`config.mk`:
```
export PLATFORM = sky130hd
export DESIGN_NAME = sensor_frame_packer_flat
export DESIGN_NICKNAME = d
export VERILOG_FILES = /design/src/design/sfp_pkg.sv /design/src/design/sfp_in_if.sv /design/src/design/sfp_out_if.sv /design/src/design/sensor_frame_packer.sv /design/src/design/sfp_regs.sv /design/src/design/sfp_front.sv /design/src/design/sfp_queue.sv /design/src/design/sfp_back.sv /design/src/flat_wrapper.sv
export SDC_FILE = /design/constraint.sdc
export NUM_CORES = 1
export LEC_CHECK = 0
export BUFFER_PORTS_ARGS = -buffer_cell sky130_fd_sc_hd__buf_2
export CAP_MARGIN = 20
export CORE_MARGIN = 1
export CORE_UTILIZATION = 60
export DETAILED_ROUTE_END_ITERATION = 10
export GPL_TIMING_DRIVEN = 0
export PLACE_DENSITY = 0.93
export SYNTH_ARGS = -nofsm -noshare
export SYNTH_HDL_FRONTEND = slang
export SYNTH_SLANG_ARGS = --single-unit
```
`constraint.sdc`:
```
create_clock -name clk -period 9 [get_ports clk]
set_input_delay 1.8 -clock clk [delete_from_list [all_inputs] [get_ports clk]]
set_output_delay 1.8 -clock clk [all_outputs]
set_load 0.1 [all_outputs]
```
`src/design/sfp_pkg.sv`:
```
// sfp_pkg: shared types and constants for the sensor frame packer
// no dependencies; the design modules refer to it by scoped names

package sfp_pkg;

  localparam int unsigned ADDR_W   = 4;
  localparam int unsigned DATA_W   = 32;
  localparam int unsigned SPF_W    = 9;
  localparam int unsigned LEN_W    = 13;
  localparam int unsigned SUM_W    = 16;
  localparam int unsigned JOB_W    = 48;
  localparam int unsigned NBYTES_W = 3;

  localparam logic [SPF_W-1:0] SPF_RESET = 9'd16;

  // byte counts of the three kinds of burst
  localparam logic [NBYTES_W-1:0] NB_STAMP  = 3'd6;
  localparam logic [NBYTES_W-1:0] NB_SAMPLE = 3'd2;
  localparam logic [NBYTES_W-1:0] NB_CLOSE  = 3'd4;

  typedef enum logic {
    ACT_FRAME_START = 1'b0,
    ACT_SAMPLE      = 1'b1
  } action_t;

  typedef enum logic [1:0] {
    REG_TIMESTAMP_EN = 2'd0,
    REG_CHECKSUM_EN  = 2'd1,
    REG_SAMPLES      = 2'd2,
    REG_UNUSED       = 2'd3
  } reg_idx_t;

  typedef struct packed {
    logic             timestamp_enable;
    logic             checksum_enable;
    logic [SPF_W-1:0] samples_per_frame;
  } sfp_cfg_t;

  // one burst of bytes for the serializer, sent msb first
  typedef struct packed {
    logic [JOB_W-1:0]    data;
    logic [NBYTES_W-1:0] nbytes;
    logic                last;
  } sfp_job_t;

endpackage

```
`src/design/sfp_in_if.sv`:
```
// sfp_in_if: input channel of the sensor frame packer, valid/ready with payload
// depends on nothing

interface sfp_in_if;
  logic        valid;
  logic        ready;
  logic        action;
  logic [31:0] epoch_seconds;
  logic [9:0]  milliseconds;
  logic [15:0] sample_mv;

  modport source (output valid, action, epoch_seconds, milliseconds, sample_mv,
                  input ready);
  modport sink (input valid, action, epoch_seconds, milliseconds, sample_mv,
                output ready);
endinterface

```
`src/design/sfp_out_if.sv`:
```
// sfp_out_if: result channel of the sensor frame packer, one frame byte a beat
// depends on nothing

interface sfp_out_if;
  logic       valid;
  logic       ready;
  logic [7:0] frame_byte;
  logic       frame_last;

  modport source (output valid, frame_byte, frame_last, input ready);
  modport sink (input valid, frame_byte, frame_last, output ready);
endinterface

```
`src/design/sensor_frame_packer.sv`:
```
// sensor_frame_packer: packs sensor readings and timestamps into a byte frame
// depends on sfp_pkg, sfp_in_if, sfp_out_if, sfp_regs, sfp_front, sfp_queue,
// sfp_back
//
// in_bus takes one item a beat: a frame start (action 0) clears the sample
// count and sum and, with timestamps on, queues six timestamp bytes; a sample
// (action 1) queues its two bytes, plus two sum bytes when it closes a frame
// with checksums on. out_bus carries one frame byte a beat, frame_last on the
// closing byte. The apb port writes the three registers at 0x0, 0x4 and 0x8.
// An accepted item is written into the queue and then loaded into the serializer
// register before its first byte goes out. Output runs at one byte per cycle
// while out_bus.ready holds and bursts are waiting; the serializer sets this pace.
// A two-entry queue sits between the front and the serializer, so the input
// keeps taking items while a byte waits on a stalled receiver; once the queue
// is full in_bus.ready drops until the serializer takes the next burst.
// Synchronous reset empties the queue and serializer, clears count and sum,
// and restores registers to timestamps off, checksum off, 16 samples.

module sensor_frame_packer #(
  parameter int unsigned MAX_SAMPLES = 256
) (
  input  logic                       clk,
  input  logic                       rst_n,
  sfp_in_if.sink                     in_bus,
  sfp_out_if.source                  out_bus,
  input  logic                       psel,
  input  logic                       penable,
  input  logic                       pwrite,
  input  logic [sfp_pkg::ADDR_W-1:0] paddr,
  input  logic [sfp_pkg::DATA_W-1:0] pwdata,
  output logic [sfp_pkg::DATA_W-1:0] prdata,
  output logic                       pready
);

  sfp_pkg::sfp_cfg_t cfg;
  sfp_pkg::sfp_job_t push_job, pop_job;
  logic              push_valid, push_ready;
  logic              pop_valid, pop_ready;

  sfp_regs u_regs (
    .clk     (clk),
    .rst_n   (rst_n),
    .psel    (psel),
    .penable (penable),
    .pwrite  (pwrite),
    .paddr   (paddr),
    .pwdata  (pwdata),
    .prdata  (prdata),
    .pready  (pready),
    .cfg     (cfg)
  );

  sfp_front #(
    .MAX_SAMPLES (MAX_SAMPLES)
  ) u_front (
    .clk       (clk),
    .rst_n     (rst_n),
    .cfg       (cfg),
    .in_bus    (in_bus),
    .job_ready (push_ready),
    .job_valid (push_valid),
    .job       (push_job)
  );

  sfp_queue u_queue (
    .clk        (clk),
    .rst_n      (rst_n),
    .push_valid (push_valid),
    .push_ready (push_ready),
    .push_job   (push_job),
    .pop_valid  (pop_valid),
    .pop_ready  (pop_ready),
    .pop_job    (pop_job)
  );

  sfp_back u_back (
    .clk       (clk),
    .rst_n     (rst_n),
    .job_valid (pop_valid),
    .job_ready (pop_ready),
    .job       (pop_job),
    .out_bus   (out_bus)
  );

endmodule

```
`src/design/sfp_regs.sv`:
```
// sfp_regs: apb-style configuration registers of the frame packer
// depends on sfp_pkg

module sfp_regs (
  input  logic                       clk,
  input  logic                       rst_n,
  input  logic                       psel,
  input  logic                       penable,
  input  logic                       pwrite,
  input  logic [sfp_pkg::ADDR_W-1:0] paddr,
  input  logic [sfp_pkg::DATA_W-1:0] pwdata,
  output logic [sfp_pkg::DATA_W-1:0] prdata,
  output logic                       pready,
  output sfp_pkg::sfp_cfg_t          cfg
);

  sfp_pkg::sfp_cfg_t cfg_r;
  sfp_pkg::sfp_cfg_t cfg_nxt;
  sfp_pkg::reg_idx_t idx;
  logic              wr_en;

  assign idx    = sfp_pkg::reg_idx_t'(paddr[3:2]);
  assign wr_en  = psel & penable & pwrite;
  assign pready = 1'b1;
  assign cfg    = cfg_r;

  always_comb begin
    cfg_nxt = cfg_r;
    if (wr_en) begin
      unique case (idx)
        sfp_pkg::REG_TIMESTAMP_EN: cfg_nxt.timestamp_enable = pwdata[0];
        sfp_pkg::REG_CHECKSUM_EN:  cfg_nxt.checksum_enable = pwdata[0];
        sfp_pkg::REG_SAMPLES:      cfg_nxt.samples_per_frame = pwdata[sfp_pkg::SPF_W-1:0];
        default:                   cfg_nxt = cfg_r;
      endcase
    end
  end

  always_comb begin
    unique case (idx)
      sfp_pkg::REG_TIMESTAMP_EN: prdata = {31'd0, cfg_r.timestamp_enable};
      sfp_pkg::REG_CHECKSUM_EN:  prdata = {31'd0, cfg_r.checksum_enable};
      sfp_pkg::REG_SAMPLES:      prdata = {23'd0, cfg_r.samples_per_frame};
      default:                   prdata = '0;
    endcase
  end

  always_ff @(posedge clk) begin
    if (!rst_n) begin
      cfg_r.timestamp_enable  <= 1'b0;
      cfg_r.checksum_enable   <= 1'b0;
      cfg_r.samples_per_frame <= sfp_pkg::SPF_RESET;
    end else begin
      cfg_r <= cfg_nxt;
    end
  end

endmodule

```
`src/design/sfp_front.sv`:
```
// sfp_front: accepts beats, keeps the frame count and checksum and turns samples
// and timestamped frame starts into queue bursts; depends on sfp_pkg, sfp_in_if

module sfp_front #(
  parameter int unsigned MAX_SAMPLES = 256
) (
  input  logic              clk,
  input  logic              rst_n,
  input  sfp_pkg::sfp_cfg_t cfg,
  sfp_in_if.sink            in_bus,
  input  logic              job_ready,
  output logic              job_valid,
  output sfp_pkg::sfp_job_t job
);

  localparam logic [sfp_pkg::LEN_W-1:0] MaxLen = sfp_pkg::LEN_W'(MAX_SAMPLES);

  logic [sfp_pkg::SUM_W-1:0] sum_r, sum_nxt;
  logic [sfp_pkg::SPF_W-1:0] seen_r, seen_nxt;
  logic [sfp_pkg::SPF_W-1:0] seen_inc;
  logic [sfp_pkg::SUM_W-1:0] sum_add;
  logic [sfp_pkg::LEN_W-1:0] spf_ext, frame_len;
  logic                      done;
  logic                      accept;
  sfp_pkg::action_t          act;

  assign act          = sfp_pkg::action_t'(in_bus.action);
  assign in_bus.ready = job_ready;
  assign accept       = in_bus.valid & job_ready;

  // zero counts as one, anything above the limit is clipped
  always_comb begin
    spf_ext = sfp_pkg::LEN_W'(cfg.samples_per_frame);
    if (spf_ext == '0) begin
      frame_len = sfp_pkg::LEN_W'(1);
    end else if (spf_ext > MaxLen) begin
      frame_len = MaxLen;
    end else begin
      frame_len = spf_ext;
    end
  end

  assign seen_inc = seen_r + 1'b1;
  assign sum_add  = cfg.checksum_enable ? sum_r + in_bus.sample_mv : sum_r;
  assign done     = sfp_pkg::LEN_W'(seen_inc) >= frame_len;

  always_comb begin
    sum_nxt    = sum_r;
    seen_nxt   = seen_r;
    job_valid  = 1'b0;
    job.data   = {in_bus.sample_mv, 32'd0};
    job.nbytes = sfp_pkg::NB_SAMPLE;
    job.last   = done;
    unique case (act)
      sfp_pkg::ACT_FRAME_START: begin
        job.data   = {in_bus.epoch_seconds, 6'd0, in_bus.milliseconds};
        job.nbytes = sfp_pkg::NB_STAMP;
        job.last   = 1'b0;
        job_valid  = in_bus.valid & cfg.timestamp_enable;
        if (accept) begin
          sum_nxt  = '0;
          seen_nxt = '0;
        end
      end
      sfp_pkg::ACT_SAMPLE: begin
        job_valid = in_bus.valid;
        if (done && cfg.checksum_enable) begin
          job.data   = {in_bus.sample_mv, sum_add, 16'd0};
          job.nbytes = sfp_pkg::NB_CLOSE;
        end
        if (accept) begin
          sum_nxt  = done ? '0 : sum_add;
          seen_nxt = done ? '0 : seen_inc;
        end
      end
      default: job_valid = 1'b0;
    endcase
  end

  always_ff @(posedge clk) begin
    if (!rst_n) begin
      sum_r  <= '0;
      seen_r <= '0;
    end else begin
      sum_r  <= sum_nxt;
      seen_r <= seen_nxt;
    end
  end

endmodule

```
`src/design/sfp_queue.sv`:
```
// sfp_queue: two-entry job queue between the front and the serializer
// depends on sfp_pkg

module sfp_queue (
  input  logic              clk,
  input  logic              rst_n,
  input  logic              push_valid,
  output logic              push_ready,
  input  sfp_pkg::sfp_job_t push_job,
  output logic              pop_valid,
  input  logic              pop_ready,
  output sfp_pkg::sfp_job_t pop_job
);

  sfp_pkg::sfp_job_t mem [2];
  logic       wr_ptr_r, wr_ptr_nxt;
  logic       rd_ptr_r, rd_ptr_nxt;
  logic [1:0] cnt_r, cnt_nxt;
  logic       do_push, do_pop;

  assign push_ready = cnt_r != 2'd2;
  assign pop_valid  = cnt_r != 2'd0;
  assign pop_job    = mem[rd_ptr_r];
  assign do_push    = push_valid & push_ready;
  assign do_pop     = pop_valid & pop_ready;

  always_comb begin
    wr_ptr_nxt = do_push ? ~wr_ptr_r : wr_ptr_r;
    rd_ptr_nxt = do_pop ? ~rd_ptr_r : rd_ptr_r;
    cnt_nxt    = cnt_r + {1'b0, do_push} - {1'b0, do_pop};
  end

  always_ff @(posedge clk) begin
    if (do_push) begin
      mem[wr_ptr_r] <= push_job;
    end
  end

  always_ff @(posedge clk) begin
    if (!rst_n) begin
      wr_ptr_r <= 1'b0;
      rd_ptr_r <= 1'b0;
      cnt_r    <= 2'd0;
    end else begin
      wr_ptr_r <= wr_ptr_nxt;
      rd_ptr_r <= rd_ptr_nxt;
      cnt_r    <= cnt_nxt;
    end
  end

endmodule

```
`src/design/sfp_back.sv`:
```
// sfp_back: byte serializer, shifts each job out msb first on the result channel
// depends on sfp_pkg, sfp_out_if

module sfp_back (
  input  logic              clk,
  input  logic              rst_n,
  input  logic              job_valid,
  output logic              job_ready,
  input  sfp_pkg::sfp_job_t job,
  sfp_out_if.source         out_bus
);

  logic [sfp_pkg::JOB_W-1:0]    data_r, data_nxt;
  logic [sfp_pkg::NBYTES_W-1:0] rem_r, rem_nxt;
  logic                         last_r, last_nxt;
  logic                         beat;

  assign out_bus.valid      = rem_r != '0;
  assign out_bus.frame_byte = data_r[sfp_pkg::JOB_W-1 -: 8];
  assign out_bus.frame_last = last_r & (rem_r == sfp_pkg::NBYTES_W'(1));
  assign beat               = out_bus.valid & out_bus.ready;

  // reload when idle or as the final byte of the current burst goes out
  assign job_ready = (rem_r == '0) | (beat & (rem_r == sfp_pkg::NBYTES_W'(1)));

  always_comb begin
    data_nxt = data_r;
    rem_nxt  = rem_r;
    last_nxt = last_r;
    if (beat) begin
      data_nxt = {data_r[sfp_pkg::JOB_W-9:0], 8'd0};
      rem_nxt  = rem_r - 1'b1;
    end
    if (job_ready && job_valid) begin
      data_nxt = job.data;
      rem_nxt  = job.nbytes;
      last_nxt = job.last;
    end
  end

  always_ff @(posedge clk) begin
    data_r <= data_nxt;
    last_r <= last_nxt;
  end

  always_ff @(posedge clk) begin
    if (!rst_n) begin
      rem_r <= '0;
    end else begin
      rem_r <= rem_nxt;
    end
  end

endmodule

```
`src/flat_wrapper.sv`:
```
// flat-port wrapper written by rule: the top's interface ports become plain ports
module sensor_frame_packer_flat 
#(
  parameter int unsigned MAX_SAMPLES = 256
)
  (clk, rst_n, psel, penable, pwrite, paddr, pwdata, prdata, pready, in_bus_valid, in_bus_action, in_bus_epoch_seconds, in_bus_milliseconds, in_bus_sample_mv, in_bus_ready, out_bus_valid, out_bus_frame_byte, out_bus_frame_last, out_bus_ready);
  sfp_in_if in_bus_i ();
  sfp_out_if out_bus_i ();
  input  logic clk;
  input  logic rst_n;
  input  logic psel;
  input  logic penable;
  input  logic pwrite;
  input  logic [sfp_pkg::ADDR_W-1:0] paddr;
  input  logic [sfp_pkg::DATA_W-1:0] pwdata;
  output logic [sfp_pkg::DATA_W-1:0] prdata;
  output logic pready;
  input wire logic [$bits(in_bus_i.valid)-1:0] in_bus_valid;
  input wire logic [$bits(in_bus_i.action)-1:0] in_bus_action;
  input wire logic [$bits(in_bus_i.epoch_seconds)-1:0] in_bus_epoch_seconds;
  input wire logic [$bits(in_bus_i.milliseconds)-1:0] in_bus_milliseconds;
  input wire logic [$bits(in_bus_i.sample_mv)-1:0] in_bus_sample_mv;
  output wire logic [$bits(in_bus_i.ready)-1:0] in_bus_ready;
  output wire logic [$bits(out_bus_i.valid)-1:0] out_bus_valid;
  output wire logic [$bits(out_bus_i.frame_byte)-1:0] out_bus_frame_byte;
  output wire logic [$bits(out_bus_i.frame_last)-1:0] out_bus_frame_last;
  input wire logic [$bits(out_bus_i.ready)-1:0] out_bus_ready;
  assign in_bus_i.valid = in_bus_valid;
  assign in_bus_i.action = in_bus_action;
  assign in_bus_i.epoch_seconds = in_bus_epoch_seconds;
  assign in_bus_i.milliseconds = in_bus_milliseconds;
  assign in_bus_i.sample_mv = in_bus_sample_mv;
  assign in_bus_ready = in_bus_i.ready;
  assign out_bus_valid = out_bus_i.valid;
  assign out_bus_frame_byte = out_bus_i.frame_byte;
  assign out_bus_frame_last = out_bus_i.frame_last;
  assign out_bus_i.ready = out_bus_ready;
  sensor_frame_packer #(.MAX_SAMPLES(MAX_SAMPLES)) u_core (.clk(clk), .rst_n(rst_n), .in_bus(in_bus_i), .out_bus(out_bus_i), .psel(psel), .penable(penable), .pwrite(pwrite), .paddr(paddr), .pwdata(pwdata), .prdata(prdata), .pready(pready));
endmodule
```
==> results of run 1 <==
==> layer usage <==
layer / track usage / share of wire / vias up
met1: 0.3731 / 0.39 / 3034
met2: 0.4820 / 0.50 / 406
met5: 0 / 0 / -
met4: 0.1165 / 0.026 / 0
li1: - / - / 2899
met3: 0.05618 / 0.083 / 49
==> flip-flops by register name, summed over array words and instances, names as in the netlist, named ones only <==
signal	count
u_core.u_front.sum_r	16
u_core.u_regs.cfg	11
u_core.u_back.last_r	1
u_core.u_queue.rd_ptr_r	1
u_core.u_back.data_r	48
u_core.u_queue.wr_ptr_r	1
u_core.u_back.rem_r	3
u_core.u_queue.mem	90
u_core.u_queue.cnt_r	2
u_core.u_front.seen_r	9
==> cells in the final DEF, fill, tap and decap left out, types with 4 or more instances in the layout <==
cell,count
nor2b_1,14
o21ai_0,59
nand3_1,18
mux2_2,17
dfxtp_1,44
and2_1,17
mux2i_1,48
nor2_1,30
clkinv_4,4
clkbuf_1,23
buf_2,95
o2bb2ai_1,14
o21a_1,5
xor2_1,8
buf_1,4
a21o_1,4
clkbuf_16,17
inv_1,13
a21oi_1,28
ha_1,30
nor3_1,11
nand2_1,92
buf_4,32
a211oi_1,6
xnor2_1,16
conb_1,24
edfxtp_1,139
nand2b_1,4
==> per-stage QoR <==
stage,area [µm²],utilization,hold slack [ns]
after CTS,10080,0.7205,0.4719
after floorplan,8720,-,0.4291
after global routing,10080,0.7205,0.4997
after detailed placement,9505,0.6795,0.4544
final,10080,0.7205,0.4679
after global placement,9420,0.6734,0.4394
==> path summary, 6_finish.rpt <==
kind                                               from                               endpoint  slack (ns)  cells past startpoint
hold reg to reg   u_core.u_front.sum_r[12]$_SDFFE_PN0P_  u_core.u_front.sum_r[12]$_SDFFE_PN0P_        0.47                      2
setup / recovery                               paddr[3]                              prdata[0]        4.25                      6
setup reg to reg  u_core.u_front.seen_r[0]$_SDFFE_PN0P_   u_core.u_front.sum_r[7]$_SDFFE_PN0P_        5.10                     12
hold / removal    u_core.u_front.sum_r[12]$_SDFFE_PN0P_  u_core.u_front.sum_r[12]$_SDFFE_PN0P_        0.47                      2
==> area by class of cell <==
cell class	count	area, µm²	share of cell area
Sequential cell	183	5055	0.5016
Multi-Input combinational cell	499	3284	0.3259
Timing Repair Buffer	98	543.0	0.05388
Clock buffer	17	425.4	0.04221
Buffer	59	341.6	0.03389
Tap cell	180	225.2	0.02235
Clock inverter	15	147.6	0.01465
Inverter	15	56.30	0.005587
==> power groups by stage <==
stage | logic [µW] | clock network [µW] | registers (µW)
3_3_place_gp | 947 | 0 | 1280
4_1_cts | 1050 | 721 | 1260
5_1_grt | 1130 | 760 | 1280
2_1_floorplan | 756 | 0 | 1260
3_5_place_dp | 1040 | 0 | 1270
6_report | 1060 | 722 | 1270
==> worst max-delay path: stages <==
cell	delay (ns)
buf_2	0.11
nor2b_1	0.13
clkbuf_1	0.29
nand2_1	0.08
o21ai_0	0.08
buf_2	0.45
==> cells by family (layout without fill, tap and decap cells) <==
| logic type | after synthesis | count (layout) |
|---|---|---|
| buffers and inverters | 74 | 204 |
| XOR/XNOR | 24 | 24 |
| adder cells (fa/ha/maj) | 31 | 31 |
| AO/OA/AOI/OAI | 144 | 144 |
| other | 2 | 24 |
| multiplexers | 65 | 65 |
| AND/OR/NAND/NOR | 211 | 211 |
| flip-flops | 183 | 183 |
==> synth_stat cells, types with 17 or more instances <==
library cell,n
clkbuf_1,23
buf_4,32
mux2_2,17
ha_1,30
nor2_1,32
and2_1,17
o21ai_0,59
a21oi_1,28
nand2_1,93
dfxtp_1,44
nand3_1,18
mux2i_1,48
edfxtp_1,139
==> results.py, run 1 <==
metrics = {
    "synthesis": {
        "yosys.area_share.simple": 0.1152,
        "synthMuxAreaShare": 0.07779,
        "synth_edf_count": 139,
        "seq_area_frac_synth": 0.5853,
        "ys_seq_elements": 183,
        "synth_area_mm2": 0.008637,
        "postSynthCellCount": 734,
        "synthFlopType": "edfxtp_1",
        "synth_top_area_frac": 0.4833,
        "synth_compound_area_frac": 0.1047,
        "synth_area_leaders": "edfxtp_1 48%, dfxtp_1 10%, mux2i_1 5.6%",
        "synth_top_family_by_area": "simple AND/OR/NAND/NOR gates",
        "async_reset_ff_frac": 0,
        "synth_adder_area_share": 0.04578,
        "yosys_warnings": 0,
        "synth-xor-area-share": 0.02434,
        "ys_types": 59,
        "yosys.area.top_type": "edfxtp_1",
        "synth.avg_cell_area_um2": 11.77,
    },
    "run_status": {
        "outcome": "completed",
    },
    "drt": {
        "first_pass_iters": 6,
        "drtAntennaViolNets": 0,
        "first_iter_violations": 790,
        "wire_per_inst_um": 19.11,
        "finalWirelength_mm": 20.37,
        "num_vias": 6388,
        "viasPerCell": 5.992,
        "drc_errors": 0,
    },
    "clock_tree": {
        "insertion_delay_ns": 0.44,
        "path_clk_slew_ns": 0.07,
        "clock_path_buffers": 2,
        "clkSinkCount": 183,
        "cts_setup_buffers": 0,
        "cts_buffers": 17,
        "htreeDepth": 4,
        "cts-resized-gates": 0,
        "cts_hold_buf": 0,
        "cts_root_buffer": "clkbuf_16",
        "cts_tree": "yes",
    },
    "pwr": {
        "fin_total_pwr_uw": 3044,
        "max-vdd-ir-drop_mv": 0.1589,
        "seqPwrFrac": 0.416,
        "p_leak_uw": 0.003907,
        "intPower_uw": 1874,
        "p_sw_frac": 0.3842,
        "combPwrFrac": 0.347,
        "p_sw_uw": 1169,
        "clock_power_share": 0.237,
        "powerDensity_mw_per_mm2": 302.0,
    },
    "setup_path": {
        "required_ns": 7.20,
        "start_kind": "input port",
        "crit_path_end_kind": "output pin",
        "crit_fanout": 10,
        "worst-endpoint-arrival_ns": 2.95,
        "worstSetupPathType": "input port to output pin",
    },
    "cells_and_area": {
        "drive_gt1_frac": 0.2144,
        "n_fill_cell": 906,
        "final_nets": 1006,
        "area_growth_pct": 16.69,
        "diodes": 0,
        "final_cells": 1066,
    },
    "timing": {
        "max_slew_margin": 0.3022,
        "fin_crit_sh": 0.5276,
        "maxSlewViolCount": 0,
        "finClkSkew_ns": 0.01074,
        "worst_slew_pin_slew_ns": 1.038,
        "fin_crit_ns": 4.748,
        "finalSetupViolCount": 0,
        "rsz0062_at_grt": "no",
        "layout_setup_ws_ns": 4.252,
        "hold_viol_final": 0,
        "max_freq_ghz": 0.2106,
        "setup_tns_ns": 0,
    },
    "global_routing": {
        "grt_pass1_vias": 6110,
        "grt_pass1_wl_mm": 31.93,
        "antenna_found_initial": 0,
        "grtUsageTotal": 0.2900,
        "overflow": 0,
        "grt_max_degree": 29,
    },
    "placed_design": {
        "placedCellCount": 1034,
        "gp_congestion": 0.9323,
        "port_buffers": 95,
        "preCtsSetupSlack_ns": 4.252,
        "dpl.hpwl_mm": 14.21,
    },
    "hold_path": {
        "hold_path_class": "flip-flop to flip-flop",
    },
    "die": {
        "core-area_mm2": 0.01399,
        "start_util": 0.6174,
        "die_x_um": 122.0,
        "ios": 146,
        "rows": 43,
        "dieArea_mm2": 0.01488,
        "die_h_um": 122.0,
    },
    "job": {
        "max_cap_viol_count": 0,
    },
}
No activity file was read; power rests on OpenSTA's default activity.
==> run 2: changes to the inputs <==
--- a/config.mk
+++ b/config.mk
@@ -5,13 +5,14 @@
 export SDC_FILE = /design/constraint.sdc
 export NUM_CORES = 1
 export LEC_CHECK = 0
+export ABC_AREA = 1
 export BUFFER_PORTS_ARGS = -buffer_cell sky130_fd_sc_hd__buf_2
 export CAP_MARGIN = 20
 export CORE_MARGIN = 1
-export CORE_UTILIZATION = 60
+export CORE_UTILIZATION = 57
 export DETAILED_ROUTE_END_ITERATION = 10
 export GPL_TIMING_DRIVEN = 0
-export PLACE_DENSITY = 0.93
+export PLACE_DENSITY = 0.89
 export SYNTH_ARGS = -nofsm -noshare
 export SYNTH_HDL_FRONTEND = slang
 export SYNTH_SLANG_ARGS = --single-unit
==> constraint.sdc (replaced) <==
create_clock -name clk -period 4.56 [get_ports clk]
set_input_delay 0.912 -clock clk [delete_from_list [all_inputs] [get_ports clk]]
set_output_delay 0.912 -clock clk [all_outputs]
set_load 0.1 [all_outputs]
==> results.py, run 2 <==
metrics = {
    "timing": {
        "fin_crit_ns": 3.132,
        "rsz0062_at_grt": "no",
        "worst_slew_pin_slew_ns": 0.9180,
        "max_slew_margin": 0.3815,
        "finalSetupViolCount": 0,
        "hold_viol_final": 0,
        "fin_crit_sh": 0.6868,
        "max_freq_ghz": 0.3193,
        "setup_tns_ns": 0,
        "maxSlewViolCount": 0,
        "finClkSkew_ns": 0.008701,
    },
    "synthesis": {
        "yosys_warnings": 0,
        "ys_seq_elements": 183,
        "postSynthCellCount": 1038,
        "synth_area_mm2": 0.009131,
        "synth_area_leaders": "edfxtp_1 46%, nand2_1 15%, dfxtp_1 9.6%",
        "yosys.area.top_type": "edfxtp_1",
        "synth_top_area_frac": 0.4571,
        "synthFlopType": "edfxtp_1",
        "synth.most_common_cell": "nand2_1",
        "seq_area_frac_synth": 0.5536,
        "ys_top_cells_by_count": "358 x nand2_1, 139 x edfxtp_1, 94 x inv_1",
        "synth.avg_cell_area_um2": 8.797,
        "ys_types": 38,
        "synth_edf_count": 139,
        "async_reset_ff_frac": 0,
    },
    "global_routing": {
        "grt_max_degree": 32,
        "antenna_found_initial": 0,
        "grt_pass1_wl_mm": 34.39,
        "grt_pass1_vias": 6952,
        "grtUsageTotal": 0.2750,
        "overflow": 0,
    },
    "clock_tree": {
        "htreeDepth": 4,
        "cts_root_buffer": "clkbuf_16",
        "clkSinkCount": 183,
        "cts_hold_buf": 0,
        "cts_setup_buffers": 0,
        "path_clk_slew_ns": 0.07,
        "cts_tree": "yes",
        "cts_buffers": 17,
        "clock_path_buffers": 2,
        "cts-resized-gates": 0,
        "insertion_delay_ns": 0.42,
    },
    "die": {
        "start_util": 0.5919,
        "dieArea_mm2": 0.01653,
        "core-area_mm2": 0.01543,
        "rows": 45,
        "die_x_um": 128.6,
        "die_h_um": 128.6,
        "ios": 146,
    },
    "placed_design": {
        "dpl.hpwl_mm": 16.17,
        "port_buffers": 96,
        "gp_congestion": 0.9167,
    },
    "pwr": {
        "max-vdd-ir-drop_mv": 0.3319,
        "fin_total_pwr_uw": 5863,
        "powerDensity_mw_per_mm2": 551.1,
        "p_leak_uw": 0.004742,
    },
    "drt": {
        "drtAntennaViolNets": 0,
        "finalWirelength_mm": 21.99,
        "first_pass_iters": 7,
        "wire_per_inst_um": 15.70,
        "first_iter_violations": 662,
        "num_vias": 7454,
        "drc_errors": 0,
        "viasPerCell": 5.320,
    },
    "setup_path": {
        "worst-endpoint-arrival_ns": 3.38,
        "timing.rr.start": "u_core.u_front.seen_r[0]$_SDFFE_PN0P_",
        "worstSetupPathType": "flip-flop to flip-flop",
        "timing.rr.end": "u_core.u_queue.mem[0][30]$_DFFE_PP_",
        "r2r_slack_ns": 1.43,
        "crit_path_end_kind": "flip-flop",
        "start_kind": "flip-flop",
        "required_ns": 4.81,
        "ff2ff_path_depth": 18,
        "crit_fanout": 9,
    },
    "cells_and_area": {
        "diodes": 0,
        "largestRegisters": "u_core.u_queue.mem: 90 flops, u_core.u_back.data_r: 48 flops, u_core.u_front.sum_r: 16 flops",
        "top_register": "u_core.u_queue.mem",
        "drive_gt1_frac": 0.1655,
        "utilization": 0.6895,
        "final_nets": 1311,
        "largest_register_ffs": 90,
        "area_growth_pct": 16.50,
        "final_common_cell": "nand2_1",
        "final_cell_mix": "357 x nand2_1, 139 x edfxtp_1, 103 x buf_2, 94 x inv_1, 85 x nor2_1",
    },
    "run_status": {
        "outcome": "completed",
    },
    "hold_path": {
        "min_path_cells": 1,
        "hold_path_class": "flip-flop to flip-flop",
        "min_from": "u_core.u_queue.rd_ptr_r$_SDFFE_PN0P_",
    },
    "job": {
        "max_cap_viol_count": 0,
    },
}
-- run 2: cell type report --
cell class / instances / area (µm²)
plain buffers: 68 / 421.7
clock buffers: 17 / 425.4
flip-flops and latches: 183 / 5055
clock inverters: 14 / 176.4
repair buffers: 99 / 540.5
fillers: 1159 / 4790
well taps: 211 / 264.0
inverters: 104 / 390.4
multi-input cells: 705 / 3364
-- run 2: kinds of logic (layout without fill, tap and decap cells) --
kind of cell	count (synthesis)	in the layout	share of synthesized area
buf+inv	172	302	0.08893
simple gates	505	505	0.2220
mux	1	1	0.001096
flops	183	183	0.5536
xor+xnor	12	12	0.01151
fa+ha+maj	31	31	0.04330
compound gates	132	132	0.07879
other cells	2	24	0.0008224
-- run 2: power breakdown --
| group | switching, µW | internal, µW |
|---|---|---|
| Combinational | 1450 | 500 |
| Sequential | 115 | 2300 |
| Clock | 635 | 865 |
| Total | 2200 | 3670 |
-- run 2: worst max path at each step --
stage / startpoint / endpoint / slack (ns)
2_1_floorplan: u_core.u_queue.cnt_r[0]$_SDFF_PN0_ / u_core.u_queue.mem[0][0]$_DFFE_PP_ / 0.58
4_1_cts: u_core.u_front.seen_r[0]$_SDFFE_PN0P_ / u_core.u_queue.mem[1][27]$_DFFE_PP_ / 1.48
3_5_place_dp: u_core.u_front.seen_r[0]$_SDFFE_PN0P_ / u_core.u_queue.mem[0][27]$_DFFE_PP_ / 1.53
6_report: u_core.u_front.seen_r[0]$_SDFFE_PN0P_ / u_core.u_queue.mem[0][30]$_DFFE_PP_ / 1.43
5_1_grt: u_core.u_front.seen_r[0]$_SDFFE_PN0P_ / u_core.u_queue.mem[1][30]$_DFFE_PP_ / 1.21
3_3_place_gp: in_bus_valid / u_core.u_queue.mem[1][47]$_DFFE_PP_ / -0.35
-- run 2: worst max-delay path, stage by stage, from the launching register on --
cell	delay [ns]
dfxtp_1	0.41
ha_1	0.21
nand3_1	0.13
nor2_1	0.16
nand3_1	0.12
nor2_1	0.13
xnor2_1	0.13
clkinv_1	0.13
ha_1	0.31
nand2_1	0.07
inv_1	0.06
nand3_2	0.08
nor2_1	0.11
nor2_1	0.05
nand2_1	0.11
nand2_1	0.13
nor2_4	0.24
inv_2	0.15
o21ai_1	0.22
-- run 2: metrics by stage --
| stage | instance area, µm² | worst slack (ns) | hold WS (ns) | std cells |
|---|---|---|---|---|
| finish | 10640 | 1.428 | 0.4754 | 1401 |
| global route | 10640 | 1.206 | 0.4927 | 1401 |
| CTS | 10640 | 1.478 | 0.4709 | 1401 |
| detailed placement | 10040 | 1.527 | 0.4597 | 1370 |
| global placement | 9958 | -0.3472 | 0.4407 | 1367 |
| floorplan | 9214 | 0.5849 | 0.4315 | 1060 |
-- run 2: routing by layer --
layer,part of all wire,global-route usage
met1,0.40,0.3359
met4,0.025,0.1045
met5,0,0
met3,0.068,0.04324
met2,0.51,0.4903
